--- src/sv/cr_terminated_command_assembler_defines.svh ---
// Assertion macros for the command assembler
`ifndef CR_TERMINATED_COMMAND_ASSEMBLER_DEFINES_SVH
`define CR_TERMINATED_COMMAND_ASSEMBLER_DEFINES_SVH

// Combinational invariant, checked every cycle out of reset
`define CRTA_ASSERT_ALWAYS(label, expr) \
  label: assert property (@(posedge clk_i) disable iff (!rst_ni) (expr)) \
    else $error("crta invariant violated");

// Implication on the same cycle
`define CRTA_ASSERT_IMPL(label, ante, cons) \
  label: assert property (@(posedge clk_i) disable iff (!rst_ni) (ante) |-> (cons)) \
    else $error("crta implication violated");

// Implication into the next cycle
`define CRTA_ASSERT_NEXT(label, ante, cons) \
  label: assert property (@(posedge clk_i) disable iff (!rst_ni) (ante) |=> (cons)) \
    else $error("crta next-cycle implication violated");

`endif

--- src/sv/crta_pkg.sv ---
// Shared types and constants for the command assembler
`timescale 1ns / 1ps
package crta_pkg;

  localparam int unsigned BYTE_W         = 8;
  localparam int unsigned LEN_W          = 7;
  localparam int unsigned LINE_DEPTH_DEF = 64;

  localparam logic [BYTE_W-1:0] CHAR_CR  = 8'h0D;
  localparam logic [BYTE_W-1:0] CHAR_LF  = 8'h0A;
  localparam logic [BYTE_W-1:0] CHAR_NUL = 8'h00;

  typedef enum logic {
    ST_IDLE,
    ST_EMIT
  } state_e;

  // Per-cell control: load from the input byte, or take the neighbor's byte
  typedef struct packed {
    logic wr_en;
    logic shift_en;
  } cell_ctrl_t;

endpackage

--- src/sv/crta_cell.sv ---
// One byte cell of the line store chain
`timescale 1ns / 1ps
module crta_cell (
  input  logic                       clk_i,
  input  crta_pkg::cell_ctrl_t       ctrl_i,
  input  logic [crta_pkg::BYTE_W-1:0] wr_data_i,
  input  logic [crta_pkg::BYTE_W-1:0] next_i,
  output logic [crta_pkg::BYTE_W-1:0] data_o
);
  import crta_pkg::*;

  logic [BYTE_W-1:0] data_q;
  logic [BYTE_W-1:0] data_d;

  always_comb begin
    priority if (ctrl_i.wr_en) begin
      data_d = wr_data_i;
    end else if (ctrl_i.shift_en) begin
      data_d = next_i;
    end else begin
      data_d = data_q;
    end
  end

  always_ff @(posedge clk_i) begin
    data_q <= data_d;
  end

  assign data_o = data_q;

endmodule

--- src/sv/cr_terminated_command_assembler.sv ---
// Top level: CR-terminated command assembler over a chain of byte cells
// An overflow result is valid in the cycle after its accepting edge. A CR that flushes a
// command sets the emit state, from which the first byte goes to the result register, then one
// byte per cycle while not stalled. Throughput: one input byte per cycle while the result
// register is free; no byte is taken during a flush.
// Reset clears fill count, flush state, output valid and sets forward_enable; cells keep data.
`timescale 1ns / 1ps
`include "cr_terminated_command_assembler_defines.svh"
module cr_terminated_command_assembler #(
  parameter int unsigned LINE_DEPTH = crta_pkg::LINE_DEPTH_DEF
) (
  input  logic                        clk_i,
  input  logic                        rst_ni,
  input  logic                        cfg_we_i,
  input  logic                        cfg_wdata_i,
  input  logic                        in_valid_i,
  output logic                        in_stall_o,
  input  logic [crta_pkg::BYTE_W-1:0] rx_byte_i,
  output logic                        out_valid_o,
  input  logic                        out_stall_i,
  output logic [crta_pkg::BYTE_W-1:0] cmd_byte_o,
  output logic [crta_pkg::LEN_W-1:0]  cmd_length_o,
  output logic                        last_o,
  output logic                        overflow_o
);
  import crta_pkg::*;

  localparam int unsigned FW = $clog2(LINE_DEPTH + 1);

  state_e            state_q, state_d;
  logic [FW-1:0]     fill_q, fill_d;
  logic [FW-1:0]     rem_q, rem_d;
  logic [FW-1:0]     len_q, len_d;
  logic              fwd_q;
  logic              out_valid_q, out_valid_d;
  logic [BYTE_W-1:0] out_byte_q, out_byte_d;
  logic [LEN_W-1:0]  out_len_q, out_len_d;
  logic              out_last_q, out_last_d;
  logic              out_ovf_q, out_ovf_d;

  logic              out_free;
  logic              in_acc;
  logic              is_full;
  logic              append;
  logic              shift;
  logic              last_beat;

  logic [BYTE_W-1:0] cell_data [LINE_DEPTH];
  logic [BYTE_W-1:0] cell_next [LINE_DEPTH];
  cell_ctrl_t        cell_ctrl [LINE_DEPTH];

  // Cell chain: cell k takes cell k+1 on a shift; the head feeds the output
  for (genvar k = 0; k < LINE_DEPTH; k++) begin : g_cell
    if (k == LINE_DEPTH - 1) begin : g_tail
      assign cell_next[k] = cell_data[k];
    end else begin : g_body
      assign cell_next[k] = cell_data[k+1];
    end
    assign cell_ctrl[k].wr_en    = append && (fill_q == FW'(k));
    assign cell_ctrl[k].shift_en = shift;

    crta_cell u_cell (
      .clk_i     (clk_i),
      .ctrl_i    (cell_ctrl[k]),
      .wr_data_i (rx_byte_i),
      .next_i    (cell_next[k]),
      .data_o    (cell_data[k])
    );
  end

  assign out_free   = !out_valid_q || !out_stall_i;
  assign in_stall_o = (state_q != ST_IDLE) || !out_free;
  assign in_acc     = in_valid_i && !in_stall_o;
  assign is_full    = (fill_q >= FW'(LINE_DEPTH));
  assign last_beat  = (rem_q == FW'(1));

  always_comb begin
    state_d     = state_q;
    fill_d      = fill_q;
    rem_d       = rem_q;
    len_d       = len_q;
    out_valid_d = out_valid_q && out_stall_i;
    out_byte_d  = out_byte_q;
    out_len_d   = out_len_q;
    out_last_d  = out_last_q;
    out_ovf_d   = out_ovf_q;
    append      = 1'b0;
    shift       = 1'b0;

    unique case (state_q)
      ST_IDLE: begin
        if (in_acc) begin
          priority if (is_full) begin
            fill_d      = '0;
            out_valid_d = 1'b1;
            out_byte_d  = '0;
            out_len_d   = '0;
            out_last_d  = 1'b1;
            out_ovf_d   = 1'b1;
          end else if (rx_byte_i == CHAR_LF || rx_byte_i == CHAR_NUL) begin
            fill_d = fill_q;
          end else if (rx_byte_i != CHAR_CR) begin
            append = 1'b1;
            fill_d = fill_q + FW'(1);
          end else begin
            fill_d = '0;
            if (fill_q != '0 && fwd_q) begin
              rem_d   = fill_q;
              len_d   = fill_q;
              state_d = ST_EMIT;
            end
          end
        end
      end
      ST_EMIT: begin
        if (out_free) begin
          shift       = 1'b1;
          out_valid_d = 1'b1;
          out_byte_d  = cell_data[0];
          out_len_d   = LEN_W'(len_q);
          out_last_d  = last_beat;
          out_ovf_d   = 1'b0;
          rem_d       = rem_q - FW'(1);
          if (last_beat) begin
            state_d = ST_IDLE;
          end
        end
      end
      default: begin
        state_d = ST_IDLE;
      end
    endcase
  end

  always_ff @(posedge clk_i or negedge rst_ni) begin
    if (!rst_ni) begin
      state_q     <= ST_IDLE;
      fill_q      <= '0;
      rem_q       <= '0;
      fwd_q       <= 1'b1;
      out_valid_q <= 1'b0;
    end else begin
      state_q     <= state_d;
      fill_q      <= fill_d;
      rem_q       <= rem_d;
      out_valid_q <= out_valid_d;
      if (cfg_we_i) begin
        fwd_q <= cfg_wdata_i;
      end
    end
  end

  always_ff @(posedge clk_i) begin
    len_q      <= len_d;
    out_byte_q <= out_byte_d;
    out_len_q  <= out_len_d;
    out_last_q <= out_last_d;
    out_ovf_q  <= out_ovf_d;
  end

  assign out_valid_o  = out_valid_q;
  assign cmd_byte_o   = out_byte_q;
  assign cmd_length_o = out_len_q;
  assign last_o       = out_last_q;
  assign overflow_o   = out_ovf_q;

  `CRTA_ASSERT_ALWAYS(a_fill_bound, fill_q <= FW'(LINE_DEPTH))
  `CRTA_ASSERT_IMPL(a_emit_rem, state_q == ST_EMIT, rem_q != '0 && rem_q <= len_q)
  `CRTA_ASSERT_IMPL(a_ovf_fields, out_valid_o && overflow_o, last_o && cmd_length_o == '0)
  `CRTA_ASSERT_NEXT(a_last_ends, state_q == ST_EMIT && out_free && last_beat, !in_stall_o || last_o)

endmodule
--- config.mk ---
export PLATFORM = sky130hd
export DESIGN_NAME = cr_terminated_command_assembler
export DESIGN_NICKNAME = d
export VERILOG_FILES = /design/src/sv/crta_pkg.sv /design/src/sv/crta_cell.sv /design/src/sv/cr_terminated_command_assembler.sv
export VERILOG_INCLUDE_DIRS = /design/src /design/src/sv
export SDC_FILE = /design/constraint.sdc
export NUM_CORES = 1
export LEC_CHECK = 0
export ABC_AREA = 1
export BUFFER_PORTS_ARGS = -buffer_cell sky130_fd_sc_hd__buf_2
export CAP_MARGIN = 15
export CELL_PAD_IN_SITES_DETAIL_PLACEMENT = 0
export CELL_PAD_IN_SITES_GLOBAL_PLACEMENT = 2
export CORE_MARGIN = 1
export CORE_UTILIZATION = 42
export DETAILED_ROUTE_END_ITERATION = 7
export PLACE_DENSITY_LB_ADDON = 0.1
export RECOVER_POWER = 50
export SYNTH_ARGS = -nofsm -noshare
export SYNTH_HDL_FRONTEND = slang
export SYNTH_SLANG_ARGS = --single-unit
export TNS_END_PERCENT = 10
--- constraint.sdc ---
create_clock -name clk_i -period 2.4 [get_ports clk_i]
set_clock_uncertainty 0.05 [all_clocks]
set_input_delay 0 -clock clk_i [delete_from_list [all_inputs] [get_ports clk_i]]
set_output_delay 0 -clock clk_i [all_outputs]
set_load 0.005 [all_outputs]
### After elaboration in Yosys (flattened, before gate mapping)

Index checks and enable logic that the tools add are counted.

| storage, ports and cells | value |
|---|---|
| register bits | 553 |
| logic and storage cells | 468 |

| cells by class | value |
|---|---|
| add/sub/neg operators | 2 |
| magnitude comparators | 1 |
| equality and inequality tests | 74 |
| multiplexer cells | 169 |
| bitwise operators | 4 |
| reductions and logical operators | 144 |

Operator list:

| kind | number |
|---|---|
| $mux W8 | 129 |
| $eq A7 B6 Y1 const B | 32 |
| $reduce_bool A2 Y1 | 63 |
| $eq A7 B5 Y1 const B | 16 |
| $mux W7 | 12 |
| $logic_and A1 B1 Y1 | 67 |
| $eq A7 B4 Y1 const B | 8 |
| $eq A7 B3 Y1 const B | 4 |
| $pmux W7 S2 | 2 |
| $mux W1 | 21 |
| $pmux W8 S2 | 1 |
| $eq A7 B1 Y1 const B | 2 |
| $eq A7 B2 Y1 const B | 2 |
| $ne A2 B2 Y1 const B | 7 |
| $reduce_and A6 Y1 | 2 |
| $eq A8 B4 Y1 const B | 1 |
| $logic_not A8 Y1 | 1 |
| $ne A8 B4 Y1 const B | 1 |
| $pmux W1 S2 | 4 |
| $add A7 B1 Y7 const B | 1 |
| $ge A7 B7 Y1 const B | 1 |
| $logic_not A7 Y1 | 1 |
| $reduce_bool A7 Y1 | 1 |
| $sub A7 B1 Y7 const B | 1 |
| other kinds (5) | 14 |

### Longest topological paths before layout

| logic depth | value |
|---|---|
| word-level depth | 10 |
| gate-level depth with buffers | 11 |
| gate-level depth less buffers | 10 |

### Modules after synthesis

A second synthesis with hierarchy kept.

| second synthesis, totals | value |
|---|---|
| cells, all modules | 2,597 |
| area, all modules | 25,094.1 um^2 |

Modules (own cells, without submodules):

| module | times used | cells an instance | area each (um^2) |
|---|---|---|---|
| crta_cell | 64 | 35 | 351.6 |
| cr_terminated_command_assembler | 1 | 357 | 2,592.5 |

### Least setup slack after synthesis

OpenSTA, ideal clock, no wires.

| timing | value |
|---|---|
| kind | reg-to-reg |
| start point | register fill_q[0] |
| end point | register len_q[0] (enable) |
| arrival | 1.788 ns |
| required time | 1.990 ns |
| setup slack | 0.202 ns |
| stages on the path, launching flop included | 8 |
| period minus slack after synthesis | 2.198 ns |
| path through | dfrtp_1 > inv_1 > ha_1 > nand2_2 > clkinv_1 > nand2_1 > nand3_2 > nor2_1 |

| on the way | value |
|---|---|
| cells in the longest elaborated chain, start to end | 3 |

RTL lines:

| item | line | text |
|---|---|---|
| start, declared | cr_terminated_command_assembler.sv:31 | `logic [FW-1:0] fill_q, fill_d;` |
| start signal, assigned | cr_terminated_command_assembler.sv:144 | `fill_q <= fill_d;` |
| $ge A7 B7 Y1 / $reduce_bool A7 Y1 (equally long branches) | cr_terminated_command_assembler.sv:74, cr_terminated_command_assembler.sv:107 |  |
| $not A1 Y1 (no source line) / $logic_and A1 B1 Y1 (equally long branches) | - |  |
| $reduce_and A6 Y1 (no source line) (*) | - |  |
| end signal, assigned | cr_terminated_command_assembler.sv:154 | `len_q <= len_d;` |
| end, declared | cr_terminated_command_assembler.sv:33 | `logic [FW-1:0] len_q, len_d;` |

Mark *: on every way between the ends. The rest lies on a longest branch, timed or not.
A chain may end at the register's enable or synchronous reset.

### Worst setup path after layout

| timing | value |
|---|---|
| start point | input rx_byte_i[4] (netlist bit) |
| end point | register g_cell[60].u_cell.data_q[4], data pin |

| on the way | value |
|---|---|
| cells in the longest elaborated chain, start to end | 8 |

RTL lines:

| item | line | text |
|---|---|---|
| start, declared | cr_terminated_command_assembler.sv:18 | `input logic [crta_pkg::BYTE_W-1:0] rx_byte_i,` |
| $ne A8 B4 Y1, or another cell as far along | cr_terminated_command_assembler.sv:102 | `end else if (rx_byte_i != CHAR_CR) begin` |
| $mux W1 / $logic_or A1 B1 Y1 (equally long branches) | cr_terminated_command_assembler.sv:102, cr_terminated_command_assembler.sv:100 |  |
| $mux W1 | cr_terminated_command_assembler.sv:100 | `end else if (rx_byte_i == CHAR_LF \|\| rx_byte_i == CHAR_NUL) begin` |
| $mux W1 | cr_terminated_command_assembler.sv:93 | `priority if (is_full) begin` |
| $mux W1 | cr_terminated_command_assembler.sv:92 | `if (in_acc) begin` |
| $mux W1 | cr_terminated_command_assembler.sv:90 | `unique case (state_q)` |
| $logic_and A1 B1 Y1 | cr_terminated_command_assembler.sv:59 | `assign cell_ctrl[k].wr_en = append && (fill_q == FW'(k));` |
| $mux W8 (*) | crta_cell.sv:16 | `priority if (ctrl_i.wr_en) begin` |
| via g_cell[60].u_cell.data_d[4] | crta_cell.sv:13 | `logic [BYTE_W-1:0] data_d;` |
| end signal, assigned | crta_cell.sv:26 | `data_q <= data_d;` |
| end, declared | crta_cell.sv:12 | `logic [BYTE_W-1:0] data_q;` |

Mark *: on every way through the listed nets, which the timed path passes. The rest lies on a longest branch.

==> reports/metrics.yaml <==
worst_setup_path:
  startpoint_type: "primary input"
  crit_chain: "dlygate4sd3_1 > clkbuf_4 > clkbuf_4 > clkbuf_2 > nand4_1 > nand2_1"
  r2r_slack_ns: 0.12
  path_common_cell: "clkbuf_4"
  required_ns: 2.83
  critPathKind: "primary input to flip-flop"
  crit_slowest_cell: "clkbuf_2"
  end_kind: "flip-flop"
  cp_slowest_stage_delay_ns: 1.11
  path_max_fanout: 39
  cp.arrival_ns: 2.74
detailed_routing:
  postRouteWirelength_um: 76300
  vias_per_cell: 5.64
  drtIter0Drc: 1754
  drc_errors: 0
  vias: 20800
  first_pass_iters: 6
  wl_per_cell_um: 20.7
  detail-route-antenna-nets: 0
pwr:
  p_sw_mw: 7.16
  internal_power_mw: 17.7
  irDropWorstVdd_uv: 628
  leakagePower_nw: 12.9
  sw_frac_of_total_pct: 28.8
  combinationalPowerShare_pct: 17.1
  powerDensity_nw_per_um2: 799
  p_clk_share_pct: 36.6
  sequentialPowerShare_pct: 46.2
global_route:
  grt_pass1_wl_um: 120000
  grt_pass1_vias: 20200
  grt-ovfl-total: 0
  grtUsageTotal_pct: 23.1
  grt_max_degree: 99
  antenna_found_initial: 2
sta:
  period_share_pct: 96.4
  max_slew_margin_pct: -56.1
  fin_crit_ns: 2.31
  hold_viol: 0
  setup_viol: 0
  max_freq_mhz: 432
  tightest_slew_ns: 2.34
  grt_setup_unrepaired: "no"
  tns_ns: 0
  layout_setup_ws_ns: 0.0875
  finalMaxSlewViolations: 151
flow_run:
  drv_cap: 3
final_layout:
  layout_commonest_cell: "nand2_1"
  fin_area_um2: 31100
  final_nets: 2806
  most-common-layout-cells: "nand2_1, edfxtp_1, nand4_1"
  drive_gt1_share_pct: 13.9
  fillers: 5995
  final_cells: 3689
  area_growth_pct: 13.3
  antenna_cells: 0
  finish.utilization_pct: 48.2
synthesis:
  netlist.area_leader.share_pct: 58.6
  synthCells: 2698
  yosysTopAreaCell: "edfxtp_1"
  syn_nets: 2718
  synthTopCellsByArea: "edfxtp_1, nand2_1, nand4_1"
  syn-cell-area_um2: 27500
  yosysUniqueCellTypes: 29
  ys_warn_count: 0
  ys_seq_elements: 553
  yosysSeqAreaShare_pct: 60.1
  syn_avg_cell_area_um2: 10.2
place:
  port-buffer-count: 32
  pre_cts_ws_ns: 0.130
  postPlaceCellArea_um2: 29500
  gp_congestion: 0.819
  hpwl_um: 46900
  placedCellCount: 3569
floorplanning:
  die-height_um: 258
  die_w_um: 258
  rows: 93
  boundaryPins: 33
  initial_core_util_pct: 42.6
  core_um2: 64600
  die_area_um2: 66500
clock_tree:
  insertion_delay_ns: 0.63
  numCtsBuffers: 60
  post_cts_buffers: 0
  cts_tree: "yes"
  clockBufferDepth: 3
  path_clk_slew_ns: 0.06
  htreeDepth: 2
  cts_root_buf: "clkbuf_16"
  cts.sinks: 553
outcome:
  violations: "capacitance limit, slew limit"
  outcome: "complete, but fails checks"
hold_path:
  hp-class: "primary input to flip-flop"
[state kept, by name (all words and copies together), names as in the netlist]
register / flops
cmd_byte_o: 8
cmd_length_o: 7
fill_q: 7
fwd_q: 1
g_cell.u_cell.data_o: 512
last_o: 1
len_q: 7
out_valid_o: 1
overflow_o: 1
rem_q: 7
state_q: 1
[synthesized netlist by cell type, drive strengths merged]
cell and instances:
nand3 34, ha 6, clkbuf 93, buf 114, a21oi 1, nand2 1159, inv 56, nand4 575
dfstp 1, dfrtp 16, nor2 89, o21ai 15, clkinv 2, edfxtp 536, or2 1
[power by group through the flow]
stage               registers, mW  logic [mW]  clock network (mW)
CTS                          11.5        4.40                9.30
detailed placement           11.7        4.37                   0
global placement             11.7        4.32                   0
global route                 11.6        4.67                9.65
floorplan                    11.6        2.81                   0
finish                       11.5        4.27                9.11
[kinds of logic after synthesis]
logic type | count (synthesis) | synth area share (%)
adders and majority gates | 6 | 0.273
DFF | 553 | 60.1
AOI/OAI and AO/OA | 16 | 0.291
buffers and inverters | 265 | 4.48
and+or+nand+nor | 1858 | 34.8
[worst max-delay path: cells and delay by family]
| family | cells | cell delay (ns) |
|---|---|---|
| buffers and inverters | 4 | 2.24 |
| AND/OR/NAND/NOR | 2 | 0.41 |
[layout make-up]
class / instances / area [um2] / share of cell area, %
clock inverter: 34 / 313 / 1.00
clock buffer: 76 / 1580 / 5.08
tap: 855 / 1070 / 3.43
timing repair buffer: 233 / 1870 / 6.01
sequential: 553 / 16500 / 53.0
multi-input combinational: 1880 / 9570 / 30.7
inverter: 58 / 220 / 0.707
[per-stage QoR]
stage | hold slack (ns) | total power, mW
after floorplan | -0.346 | 14.5
after CTS | 0.0220 | 25.2
after global placement | -0.0523 | 16.0
after global routing | 0.0423 | 25.9
after detailed placement | -0.0554 | 16.1
final | 0.0578 | 24.9
[repair_timing]
action                                  CTS  global route
hold buffers                             10             0
resized for setup                         0             2
endpoints found under the setup margin    0            16
hold endpoints to repair                 29             0
[routing by layer]
layer	wire length (um)	vias to the layer above	track usage (%)
met1	33600	10100	32.1
met5	0	-	0
met2	36000	701	37.3
li1	-	9883	-
met3	4520	144	3.17
met4	2220	0	7.43
[worst paths after layout]
kind                       depth (start not counted)                     endpoint         start
max in group asynchronous                          4                  out_valid_o        rst_ni
setup reg to reg                                   7  g_cell[40].u_cell.data_o[3]     fill_q[0]
hold / removal                                     2  g_cell[63].u_cell.data_o[3]  rx_byte_i[3]
setup / recovery                                   6  g_cell[60].u_cell.data_o[4]  rx_byte_i[4]
hold reg to reg                                    2              cmd_length_o[1]      len_q[1]
min in group asynchronous                          3                        fwd_q        rst_ni
Note: power is estimated with default switching activity, not from simulation.
